==> config.mk <==
export PLATFORM = sky130hd
export DESIGN_NAME = yuyv_to_bgra_framebuffer_writer
export DESIGN_NICKNAME = d
export VERILOG_FILES = /design/src/rtl/core/ybfw_pkg.sv /design/src/rtl/core/ybfw_front.sv /design/src/rtl/core/ybfw_queue.sv /design/src/rtl/core/ybfw_back.sv /design/src/rtl/core/yuyv_to_bgra_framebuffer_writer.sv
export SDC_FILE = /design/constraint.sdc
export NUM_CORES = 2
export LEC_CHECK = 0
export BUFFER_PORTS_ARGS = -buffer_cell sky130_fd_sc_hd__buf_2
export CORE_MARGIN = 2
export CORE_UTILIZATION = 40
export CTS_CLUSTER_DIAMETER = 150
export CTS_CLUSTER_SIZE = 25
export DETAILED_ROUTE_END_ITERATION = 16
export SLEW_MARGIN = 20
export SYNTH_ARGS = -nofsm -noshare
export SYNTH_HDL_FRONTEND = slang
export SYNTH_HIERARCHICAL = 1
export SYNTH_SLANG_ARGS = --single-unit
==> constraint.sdc <==
create_clock -name clk -period 27.1 [get_ports clk]
set_clock_uncertainty 0.1 [all_clocks]
set_input_delay 2.71 -clock clk [delete_from_list [all_inputs] [get_ports clk]]
set_output_delay 2.71 -clock clk [all_outputs]
set_load 0.005 [all_outputs]
==> src/rtl/core/ybfw_pkg.sv <==
package ybfw_pkg;

	localparam int DIM_W       = 13;
	localparam int COL_W       = 13;
	localparam int ROW_W       = 13;
	localparam int PITCH_W     = 16;
	localparam int SAMPLE_W    = 8;
	localparam int START_W     = 25;
	localparam int DIV_W       = 24;
	localparam int DIV_STEPS   = 24;
	localparam int CNT_W       = 5;
	localparam int ADDR_W      = 32;
	localparam int PIX_W       = 32;
	localparam int CFG_IDX_W   = 3;
	localparam int CFG_DATA_W  = 16;
	localparam int IN_TDATA_W  = 64;
	localparam int OUT_TDATA_W = 96;
	localparam int QUEUE_DEPTH = 4;
	localparam int PTR_W       = 2;
	localparam int QCNT_W      = 3;

	localparam logic [ROW_W-1:0] ROW_LIMIT = '1;

	typedef enum logic [CFG_IDX_W-1:0] {
		REG_FRAME_WIDTH,
		REG_FRAME_HEIGHT,
		REG_WINDOW_X,
		REG_WINDOW_Y,
		REG_PAN_X,
		REG_PAN_Y,
		REG_LINE_PITCH
	} ybfw_reg_t;

	typedef struct packed {
		logic [SAMPLE_W-1:0] luma_first;
		logic [SAMPLE_W-1:0] chroma_blue;
		logic [SAMPLE_W-1:0] luma_second;
		logic [SAMPLE_W-1:0] chroma_red;
		logic                chunk;
		logic [ROW_W-1:0]    row;
		logic [COL_W-1:0]    col;
	} ybfw_entry_t;

	typedef struct packed {
		logic full;
		logic empty;
	} ybfw_qstat_t;

	typedef struct packed {
		logic [DIM_W-1:0]   eff_width;
		logic [DIM_W-1:0]   eff_height;
		logic [DIM_W-1:0]   window_x;
		logic [DIM_W-1:0]   window_y;
		logic [DIM_W-1:0]   pan_x;
		logic [DIM_W-1:0]   pan_y;
		logic [PITCH_W-1:0] line_pitch;
	} ybfw_cfg_t;

endpackage

==> src/rtl/core/ybfw_front.sv <==
module ybfw_front
	import ybfw_pkg::*;
(
	input  logic                  clk,
	input  logic                  arst_n,
	input  ybfw_cfg_t             cfg,
	input  logic                  in_valid,
	output logic                  in_ready,
	input  logic [IN_TDATA_W-1:0] in_data,
	input  logic                  in_chunk,
	output logic                  push,
	output ybfw_entry_t           push_entry,
	input  ybfw_qstat_t           qstat
);

	typedef enum logic [1:0] {
		F_IDLE,
		F_DIV,
		F_PUSH
	} state_t;

	state_t            state_q;
	logic [CNT_W-1:0]  cnt_q;
	ybfw_entry_t       item_q;
	logic [DIV_W-1:0]  dvd_q;
	logic [DIV_W-1:0]  quo_q;
	logic [COL_W-1:0]  rem_q;

	logic [COL_W:0]    trial;
	logic [COL_W:0]    diff;
	logic              fits;
	logic [ROW_W-1:0]  div_row;
	ybfw_entry_t       in_entry;

	always_comb begin
		trial   = {rem_q, dvd_q[DIV_W-1]};
		diff    = trial - {1'b0, cfg.eff_width};
		fits    = trial >= {1'b0, cfg.eff_width};
		div_row = (quo_q > DIV_W'(ROW_LIMIT)) ? ROW_LIMIT : quo_q[ROW_W-1:0];

		in_entry.luma_first  = in_data[7:0];
		in_entry.chroma_blue = in_data[15:8];
		in_entry.luma_second = in_data[23:16];
		in_entry.chroma_red  = in_data[31:24];
		in_entry.chunk       = in_chunk;
		in_entry.row         = '0;
		in_entry.col         = '0;

		in_ready = (state_q == F_IDLE) && !qstat.full;
		push     = ((state_q == F_IDLE) && in_valid && !in_chunk && !qstat.full)
			|| ((state_q == F_PUSH) && !qstat.full);

		if (state_q == F_PUSH) begin
			push_entry     = item_q;
			push_entry.row = div_row;
			push_entry.col = rem_q;
		end else begin
			push_entry = in_entry;
		end
	end

	always_ff @(posedge clk or negedge arst_n) begin
		if (!arst_n) begin
			state_q <= F_IDLE;
			cnt_q   <= '0;
		end else begin
			unique case (state_q)
				F_IDLE: begin
					cnt_q <= '0;
					if (in_valid && in_ready && in_chunk) begin
						state_q <= F_DIV;
					end
				end
				F_DIV: begin
					cnt_q <= cnt_q + CNT_W'(1);
					if (cnt_q == CNT_W'(DIV_STEPS - 1)) begin
						state_q <= F_PUSH;
					end
				end
				F_PUSH: begin
					if (!qstat.full) begin
						state_q <= F_IDLE;
					end
				end
				default: state_q <= F_IDLE;
			endcase
		end
	end

	always_ff @(posedge clk) begin
		if (state_q == F_IDLE && in_valid && in_ready && in_chunk) begin
			item_q <= in_entry;
			dvd_q  <= in_data[33 +: DIV_W];
			quo_q  <= '0;
			rem_q  <= '0;
		end else if (state_q == F_DIV) begin
			rem_q <= fits ? diff[COL_W-1:0] : trial[COL_W-1:0];
			quo_q <= {quo_q[DIV_W-2:0], fits};
			dvd_q <= {dvd_q[DIV_W-2:0], 1'b0};
		end
	end

`ifndef SYNTHESIS
	a_div_count: assert property (@(posedge clk) disable iff (!arst_n)
		(state_q == F_DIV) |-> (cnt_q < CNT_W'(DIV_STEPS)))
		else $error("Division step count ran past its end.");
`endif

endmodule

==> src/rtl/core/ybfw_queue.sv <==
module ybfw_queue
	import ybfw_pkg::*;
(
	input  logic        clk,
	input  logic        arst_n,
	input  logic        push,
	input  ybfw_entry_t push_entry,
	input  logic        pop,
	output ybfw_entry_t pop_entry,
	output ybfw_qstat_t qstat
);

	ybfw_entry_t       mem_q [QUEUE_DEPTH];
	logic [PTR_W-1:0]  wr_ptr_q;
	logic [PTR_W-1:0]  rd_ptr_q;
	logic [QCNT_W-1:0] count_q;
	logic              do_push;
	logic              do_pop;

	always_comb begin
		qstat.full  = count_q == QCNT_W'(QUEUE_DEPTH);
		qstat.empty = count_q == '0;
		do_push     = push && !qstat.full;
		do_pop      = pop && !qstat.empty;
		pop_entry   = mem_q[rd_ptr_q];
	end

	always_ff @(posedge clk or negedge arst_n) begin
		if (!arst_n) begin
			wr_ptr_q <= '0;
			rd_ptr_q <= '0;
			count_q  <= '0;
		end else begin
			if (do_push) begin
				wr_ptr_q <= wr_ptr_q + PTR_W'(1);
			end
			if (do_pop) begin
				rd_ptr_q <= rd_ptr_q + PTR_W'(1);
			end
			if (do_push && !do_pop) begin
				count_q <= count_q + QCNT_W'(1);
			end else if (do_pop && !do_push) begin
				count_q <= count_q - QCNT_W'(1);
			end
		end
	end

	always_ff @(posedge clk) begin
		if (do_push) begin
			mem_q[wr_ptr_q] <= push_entry;
		end
	end

`ifndef SYNTHESIS
	a_count_bound: assert property (@(posedge clk) disable iff (!arst_n)
		count_q <= QCNT_W'(QUEUE_DEPTH))
		else $error("Queue count exceeds its depth.");
	a_ptr_match: assert property (@(posedge clk) disable iff (!arst_n)
		(qstat.empty || qstat.full) |-> (wr_ptr_q == rd_ptr_q))
		else $error("Queue pointers disagree with its count.");
`endif

endmodule

==> src/rtl/core/ybfw_back.sv <==
module ybfw_back
	import ybfw_pkg::*;
(
	input  logic                   clk,
	input  logic                   arst_n,
	input  ybfw_cfg_t              cfg,
	input  ybfw_qstat_t            qstat,
	input  ybfw_entry_t            q_entry,
	output logic                   pop,
	output logic                   out_valid,
	input  logic                   out_ready,
	output logic [OUT_TDATA_W-1:0] out_data
);

	localparam logic signed [19:0] K_LUMA   = 20'sd298;
	localparam logic signed [19:0] K_RV     = 20'sd409;
	localparam logic signed [19:0] K_GU     = 20'sd100;
	localparam logic signed [19:0] K_GV     = 20'sd208;
	localparam logic signed [19:0] K_BU     = 20'sd516;
	localparam logic signed [19:0] K_ROUND  = 20'sd128;
	localparam logic signed [19:0] K_CHROMA = 20'sd128;
	localparam logic signed [19:0] K_BLACK  = 20'sd16;

	function automatic logic [7:0] clip8(input logic signed [19:0] sum);
		logic [7:0] res;
		if (sum < 0) begin
			res = 8'd0;
		end else if (sum[19:16] != 4'd0) begin
			res = 8'd255;
		end else begin
			res = sum[15:8];
		end
		return res;
	endfunction

	logic             advance;
	logic [COL_W-1:0] col_q;
	logic [ROW_W-1:0] row_q;
	logic [COL_W-1:0] pos_col;
	logic [ROW_W-1:0] pos_row;
	logic             in_frame;
	logic [COL_W:0]   col_plus2;
	logic             wrap;

	logic                valid_s1;
	logic [SAMPLE_W-1:0] y0_s1, y1_s1, u_s1, v_s1;
	logic [COL_W-1:0]    col_s1;
	logic [ROW_W-1:0]    row_s1;

	logic               valid_s2;
	logic [COL_W+1:0]   xsum_s2;
	logic [30:0]        yprod_s2;
	logic signed [19:0] l0_s2, l1_s2, rv_s2, gu_s2, gv_s2, bu_s2;

	logic              valid_s3;
	logic [ADDR_W-1:0] addr_s3;
	logic [PIX_W-1:0]  pix0_s3, pix1_s3;

	logic signed [19:0] c0, c1, dd, ee;
	logic [COL_W+1:0]   xsum;
	logic [ROW_W+1:0]   ysum;
	logic signed [19:0] r0, g0, b0, r1, g1, b1;

	always_comb begin
		advance   = !valid_s3 || out_ready;
		pop       = advance && !qstat.empty;
		pos_col   = q_entry.chunk ? q_entry.col : col_q;
		pos_row   = q_entry.chunk ? q_entry.row : row_q;
		in_frame  = pos_row < cfg.eff_height;
		col_plus2 = {1'b0, pos_col} + (COL_W+1)'(2);
		wrap      = col_plus2 >= {1'b0, cfg.eff_width};

		c0   = $signed({12'd0, y0_s1}) - K_BLACK;
		c1   = $signed({12'd0, y1_s1}) - K_BLACK;
		dd   = $signed({12'd0, u_s1}) - K_CHROMA;
		ee   = $signed({12'd0, v_s1}) - K_CHROMA;
		xsum = (COL_W+2)'(col_s1) + (COL_W+2)'(cfg.window_x) + (COL_W+2)'(cfg.pan_x);
		ysum = (ROW_W+2)'(row_s1) + (ROW_W+2)'(cfg.window_y) + (ROW_W+2)'(cfg.pan_y);

		r0 = l0_s2 + rv_s2 + K_ROUND;
		g0 = l0_s2 - gu_s2 - gv_s2 + K_ROUND;
		b0 = l0_s2 + bu_s2 + K_ROUND;
		r1 = l1_s2 + rv_s2 + K_ROUND;
		g1 = l1_s2 - gu_s2 - gv_s2 + K_ROUND;
		b1 = l1_s2 + bu_s2 + K_ROUND;

		out_valid = valid_s3;
		out_data  = {pix1_s3, pix0_s3, addr_s3};
	end

	always_ff @(posedge clk or negedge arst_n) begin
		if (!arst_n) begin
			col_q    <= '0;
			row_q    <= '0;
			valid_s1 <= 1'b0;
			valid_s2 <= 1'b0;
			valid_s3 <= 1'b0;
		end else begin
			if (pop) begin
				if (in_frame && wrap) begin
					col_q <= '0;
					row_q <= (pos_row == ROW_LIMIT) ? pos_row : pos_row + ROW_W'(1);
				end else if (in_frame) begin
					col_q <= col_plus2[COL_W-1:0];
					row_q <= pos_row;
				end else begin
					col_q <= pos_col;
					row_q <= pos_row;
				end
			end
			if (advance) begin
				valid_s1 <= pop && in_frame;
				valid_s2 <= valid_s1;
				valid_s3 <= valid_s2;
			end
		end
	end

	always_ff @(posedge clk) begin
		if (advance) begin
			y0_s1  <= q_entry.luma_first;
			y1_s1  <= q_entry.luma_second;
			u_s1   <= q_entry.chroma_blue;
			v_s1   <= q_entry.chroma_red;
			col_s1 <= pos_col;
			row_s1 <= pos_row;

			xsum_s2  <= xsum;
			yprod_s2 <= 31'(ysum) * 31'(cfg.line_pitch);
			l0_s2    <= c0 * K_LUMA;
			l1_s2    <= c1 * K_LUMA;
			rv_s2    <= ee * K_RV;
			gu_s2    <= dd * K_GU;
			gv_s2    <= ee * K_GV;
			bu_s2    <= dd * K_BU;

			addr_s3 <= ADDR_W'({xsum_s2, 2'b00}) + ADDR_W'(yprod_s2);
			pix0_s3 <= {8'hFF, clip8(r0), clip8(g0), clip8(b0)};
			pix1_s3 <= {8'hFF, clip8(r1), clip8(g1), clip8(b1)};
		end
	end

`ifndef SYNTHESIS
	a_bubble_moves: assert property (@(posedge clk) disable iff (!arst_n)
		(advance && !valid_s1) |=> !valid_s2)
		else $error("A pipeline bubble turned into a valid stage.");
`endif

endmodule

==> src/rtl/core/yuyv_to_bgra_framebuffer_writer.sv <==
// Converts a stream of YUYV macropixels into pairs of BGRA framebuffer pixels.
// Each request on the s_axis channel carries one macropixel; s_axis_tuser marks
// the first macropixel of a chunk, whose start byte sets the row and column.
// Each request on the m_axis channel carries the byte address of the first
// pixel and both 32-bit pixel words. A macropixel that falls below the last
// row of the frame gives no request on m_axis.
// Ordinary macropixels are taken at one per cycle while the queue has room and
// pass through the queue and the pipeline registers s1, s2 and s3 to m_axis.
// A chunk start runs a one-bit-per-cycle divider in the front end; the next
// request is accepted only once the chunk start has been pushed into the queue.
// A four-entry queue separates the front end from the conversion pipeline.
// When m_axis_tready is low the pipeline holds and the queue fills, after
// which s_axis_tready drops. Reset clears the position to row 0, column 0,
// empties the queue and loads the registers with their defaults. The user
// must see that registers are written through cfg_we, cfg_index and cfg_wdata
// only while no request is in flight; nothing in the block enforces this.
module yuyv_to_bgra_framebuffer_writer
	import ybfw_pkg::*;
#(
	parameter int MAX_WIDTH  = 4096,
	parameter int MAX_HEIGHT = 4096
) (
	input  logic                   clk,
	input  logic                   arst_n,
	input  logic                   s_axis_tvalid,
	output logic                   s_axis_tready,
	// luma_first, chroma_blue, luma_second, chroma_red, chunk_start_byte, zero fill
	input  logic [IN_TDATA_W-1:0]  s_axis_tdata,
	// chunk_first
	input  logic                   s_axis_tuser,
	output logic                   m_axis_tvalid,
	input  logic                   m_axis_tready,
	// pixel_address, first_pixel, second_pixel
	output logic [OUT_TDATA_W-1:0] m_axis_tdata,
	input  logic                   cfg_we,
	input  logic [CFG_IDX_W-1:0]   cfg_index,
	input  logic [CFG_DATA_W-1:0]  cfg_wdata
);

	logic [DIM_W-1:0]   frame_width_q;
	logic [DIM_W-1:0]   frame_height_q;
	logic [DIM_W-1:0]   window_x_q;
	logic [DIM_W-1:0]   window_y_q;
	logic [DIM_W-1:0]   pan_x_q;
	logic [DIM_W-1:0]   pan_y_q;
	logic [PITCH_W-1:0] line_pitch_q;

	logic [DIM_W-1:0] width_even;
	ybfw_cfg_t        cfg;
	logic             push;
	logic             pop;
	ybfw_entry_t      push_entry;
	ybfw_entry_t      pop_entry;
	ybfw_qstat_t      qstat;

	always_ff @(posedge clk or negedge arst_n) begin
		if (!arst_n) begin
			frame_width_q  <= DIM_W'(640);
			frame_height_q <= DIM_W'(480);
			window_x_q     <= '0;
			window_y_q     <= '0;
			pan_x_q        <= '0;
			pan_y_q        <= '0;
			line_pitch_q   <= PITCH_W'(2560);
		end else if (cfg_we) begin
			unique case (ybfw_reg_t'(cfg_index))
				REG_FRAME_WIDTH:  frame_width_q  <= cfg_wdata[DIM_W-1:0];
				REG_FRAME_HEIGHT: frame_height_q <= cfg_wdata[DIM_W-1:0];
				REG_WINDOW_X:     window_x_q     <= cfg_wdata[DIM_W-1:0];
				REG_WINDOW_Y:     window_y_q     <= cfg_wdata[DIM_W-1:0];
				REG_PAN_X:        pan_x_q        <= cfg_wdata[DIM_W-1:0];
				REG_PAN_Y:        pan_y_q        <= cfg_wdata[DIM_W-1:0];
				REG_LINE_PITCH:   line_pitch_q   <= cfg_wdata;
				default: ;
			endcase
		end
	end

	always_comb begin
		width_even = {frame_width_q[DIM_W-1:1], 1'b0};
		if (width_even < DIM_W'(2)) begin
			cfg.eff_width = DIM_W'(2);
		end else if ({1'b0, width_even} > (DIM_W+1)'(MAX_WIDTH)) begin
			cfg.eff_width = DIM_W'(MAX_WIDTH & ~1);
		end else begin
			cfg.eff_width = width_even;
		end
		if ({1'b0, frame_height_q} > (DIM_W+1)'(MAX_HEIGHT)) begin
			cfg.eff_height = DIM_W'(MAX_HEIGHT);
		end else begin
			cfg.eff_height = frame_height_q;
		end
		cfg.window_x   = window_x_q;
		cfg.window_y   = window_y_q;
		cfg.pan_x      = pan_x_q;
		cfg.pan_y      = pan_y_q;
		cfg.line_pitch = line_pitch_q;
	end

	ybfw_front u_front (
		.clk        (clk),
		.arst_n     (arst_n),
		.cfg        (cfg),
		.in_valid   (s_axis_tvalid),
		.in_ready   (s_axis_tready),
		.in_data    (s_axis_tdata),
		.in_chunk   (s_axis_tuser),
		.push       (push),
		.push_entry (push_entry),
		.qstat      (qstat)
	);

	ybfw_queue u_queue (
		.clk        (clk),
		.arst_n     (arst_n),
		.push       (push),
		.push_entry (push_entry),
		.pop        (pop),
		.pop_entry  (pop_entry),
		.qstat      (qstat)
	);

	ybfw_back u_back (
		.clk       (clk),
		.arst_n    (arst_n),
		.cfg       (cfg),
		.qstat     (qstat),
		.q_entry   (pop_entry),
		.pop       (pop),
		.out_valid (m_axis_tvalid),
		.out_ready (m_axis_tready),
		.out_data  (m_axis_tdata)
	);

endmodule

==> summary.txt <==
Outcome
  – Status: finished clean

STA
  – Least-Margin Pin Slew: between 1 and 1.5 ns
  – Final setup fails: 0
  – Relative slew slack: between 10% and 20%
  – Final hold viol count: 0
  – Max Slew Vio Count: 0
  – Maximum clock rate: between 0.1 and 0.15 GHz
  – Final period util: a little over a third
  – Worst-case hold slack: roughly 0.34 ns
  – Setup TNS: 0 ns
  – Fin worst setup slack: between 15 and 20 ns
  – Post-route minimum period: ~9.5 ns
  – RSZ-0062 raised after global routing: no

Setup path
  – Critical Path Slowest Stage Cell: a2111oi_0
  – Crit path DAT: between 9 and 10 ns
  – Worst-path maximum fanout: 16
  – Crit path capture type: flop
  – CP required: 27.41 ns
  – Cell family with most CP delay: adder cells
  – CP bufs+invs: 6
  – Critical Path Max Stage Delay: slightly above 0.8 ns
  – CP Launch Type: flop
  – Most used cell, CP: fa_1
  – Crit Path Class: flop to flop

Routing
  – Post-DRT Antenna Nets: 0
  – DR DRC count: 0
  – WL/cell: around 18 microns
  – Vias/cell: around 5
  – Initial DRC Count: 1,862
  – WL final: 112,000 microns
  – DRT Pass-1 Iters: 6
  – Via count: about 31,000

Place
  – Final GP Congestion: roughly 0.84
  – Buffers added on ports: around 160
  – Placed insts: 6,040
  – Setup WS pre-CTS: around 18 ns
  – Hpwl dp: 84,400 microns

Synthesis
  – Post-synthesis cell area: 51,400 sq um
  – Netlist cell types: ~110
  – Main area contributors after synthesis: edfxtp_1 (34%), ha_1 (14%), fa_1 (11%)
  – Post-synth EDFFs: ~570
  – Ys flop type: edfxtp_1
  – Commonest cells in the netlist: ha_1 (580), edfxtp_1 (574), inv_1 (512)
  – Synthesized flop and latch total: ~750
  – Top-count cell post-synth: ha_1
  – Seq/Total Area, Yosys: approximately two fifths
  – Syn. warnings: 6
  – Mapped Avg Cell Area: approximately 12 sq um
  – Largest area contributor in the netlist: edfxtp_1
  – Gate Count Post-Synth: about 4,300
  – Ys async rst share: 18.2%
  – Area share of the leading cell type in the synthesized netlist: around 34%

Clock network
  – Clock sinks: 747
  – Reg clk slew, reported paths: about 0.10 ns
  – Worst skew pair latency: roughly 0.68 ns
  – Max H-tree Level: 2
  – CTS Buf Count: 38
  – Root Driver: clkbuf_16
  – # hold bufs at CTS: 0
  – CTS tree: done
  – Post-CTS Resized: 0
  – Post-CTS setup buffer count: 0
  – Clock Path Buffers: 3

Floorplan
  – Die Height: 362 microns
  – Core area: around 130,000 sq um
  – Die area: roughly 130,000 sq um
  – Die width: roughly 360 microns
  – Starting density of the core: between 40% and 50%
  – # rows: between 100 and 150
  – Top Ports: approximately 190

Job
  – Max Cap Viol: 0

Layout
  – Final std cells w/o fill: ~6,000
  – Nets: ~5,400
  – Syn-to-layout area delta: 7.21%
  – Share of cells above drive strength 1: 11.7%

Global route
  – First-pass GRT wire length: between 150,000 and 200,000 microns
  – GR Util All Layers: between 15 and 20%
  – GR Overflow Total: 0
  – Initial antenna violation count: 14
  – Largest net degree at the start of global routing: 89
  – Vias in the first global route: roughly 31,000

Hold path
  – Worst hold path type: flop to flop
[state kept, by name (all words and copies together) (netlist names), 19 cells and up]
| register | count |
|---|---|
| u_front/quo_q | 24 |
| u_back/pix0_s3 | 24 |
| u_front/dvd_q | 24 |
| u_back/rv_s2 | 19 |
| u_back/pix1_s3 | 24 |
| u_back/addr_s3 | 32 |
| u_queue/mem_q | 236 |
| u_back/yprod_s2 | 31 |
| u_front/item_q | 33 |
[stage by stage]
stage | cell area [sq um] | utilization [%]
2_1_floorplan | 51400 | -
3_3_place_gp | 53900 | 42.3
3_5_place_dp | 53900 | 42.3
4_1_cts | 55100 | 43.2
5_1_grt | 55100 | 43.2
6_report | 55100 | 43.2
[layout by cell type (no fill, tap or decap), types with 10 or more instances in the layout]
master / instances
a21boi_0: 17
edfxtp_1: 574
a31oi_1: 27
and3b_1: 13
o21bai_1: 20
o21ai_0: 121
mux2_2: 142
mux2i_1: 18
or3_1: 22
nor2b_1: 67
fa_1: 291
a211oi_1: 15
buf_2: 161
nor3b_1: 18
nand2_1: 337
o211ai_1: 10
and2_1: 106
dfrtp_1: 126
inv_1: 510
nor2_1: 156
or2_2: 14
a211o_1: 10
nor3_1: 42
conb_1: 18
xnor2_1: 146
buf_4: 29
ha_1: 580
a21o_1: 66
xor2_1: 57
o31a_1: 10
a21oi_1: 150
o21a_1: 66
nand2b_1: 27
nand3_1: 67
clkbuf_1: 18
nand4_1: 18
and3_1: 18
clkbuf_16: 38
mux4_2: 58
dfxtp_1: 37
[worst reg2reg max path, delay by kind of cell (launching register included)]
kind	cells	cell delay [ns]
buffers and inverters	6	0.36
flip-flops	1	0.39
AND/OR/NAND/NOR	4	1.26
XOR/XNOR	1	0.12
AO/OA/AOI/OAI	11	2.59
adder cells (fa/ha/maj)	10	4.52
[cell type report]
| type | instances | area, sq um |
|---|---|---|
| timing repair buffer | 191 | 1030 |
| inverter | 514 | 1940 |
| clock buffer | 56 | 1020 |
| tap | 1662 | 2080 |
| clock inverter | 8 | 153 |
| sequential | 747 | 21400 |
| antenna | 1 | 2.50 |
| multi-input combinational | 2926 | 27400 |
| fill | 11800 | 72500 |
[per-layer routing]
| layer | part of all wire, % | up-vias | track usage (%) |
|---|---|---|---|
| met1 | 49 | 15300 | 25.3 |
| met4 | 1.8 | 14 | 3.79 |
| li1 | - | 15300 | - |
| met3 | 5.0 | 118 | 2.76 |
| met2 | 44 | 588 | 27.0 |
| met5 | 0.082 | - | 0 |
[cells by family after synthesis]
kind of cell | synth area share, %
AO/OA/AOI/OAI | 8.14
XOR/XNOR | 3.55
adder cells (fa/ha/maj) | 25.5
buffers and inverters | 5.16
flip-flops | 41.7
multiplexers | 6.15
other | 0.0146
AND/OR/NAND/NOR | 9.86
[worst paths after layout]
| check | from | end | slack [ns] | depth (start not counted) |
|---|---|---|---|---|
| worst max-delay path | window_y_q[1] | u_back/yprod_s2[29] | 17.58 | 32 |
| min in group asynchronous | arst_n | u_queue/wr_ptr_q[1] | 1.98 | 1 |
| max in group asynchronous | arst_n | line_pitch_q[12] | 23.52 | 2 |
| worst min register to register | u_back/yprod_s2[1] | u_back/addr_s3[1] | 0.34 | 0 |
| worst max register to register | window_y_q[1] | u_back/yprod_s2[29] | 17.58 | 32 |
| worst min-delay path | u_back/yprod_s2[1] | u_back/addr_s3[1] | 0.34 | 0 |
Power is not shown: default switching activity piles up to over one toggle a cycle in this logic, so the estimate is an artifact.
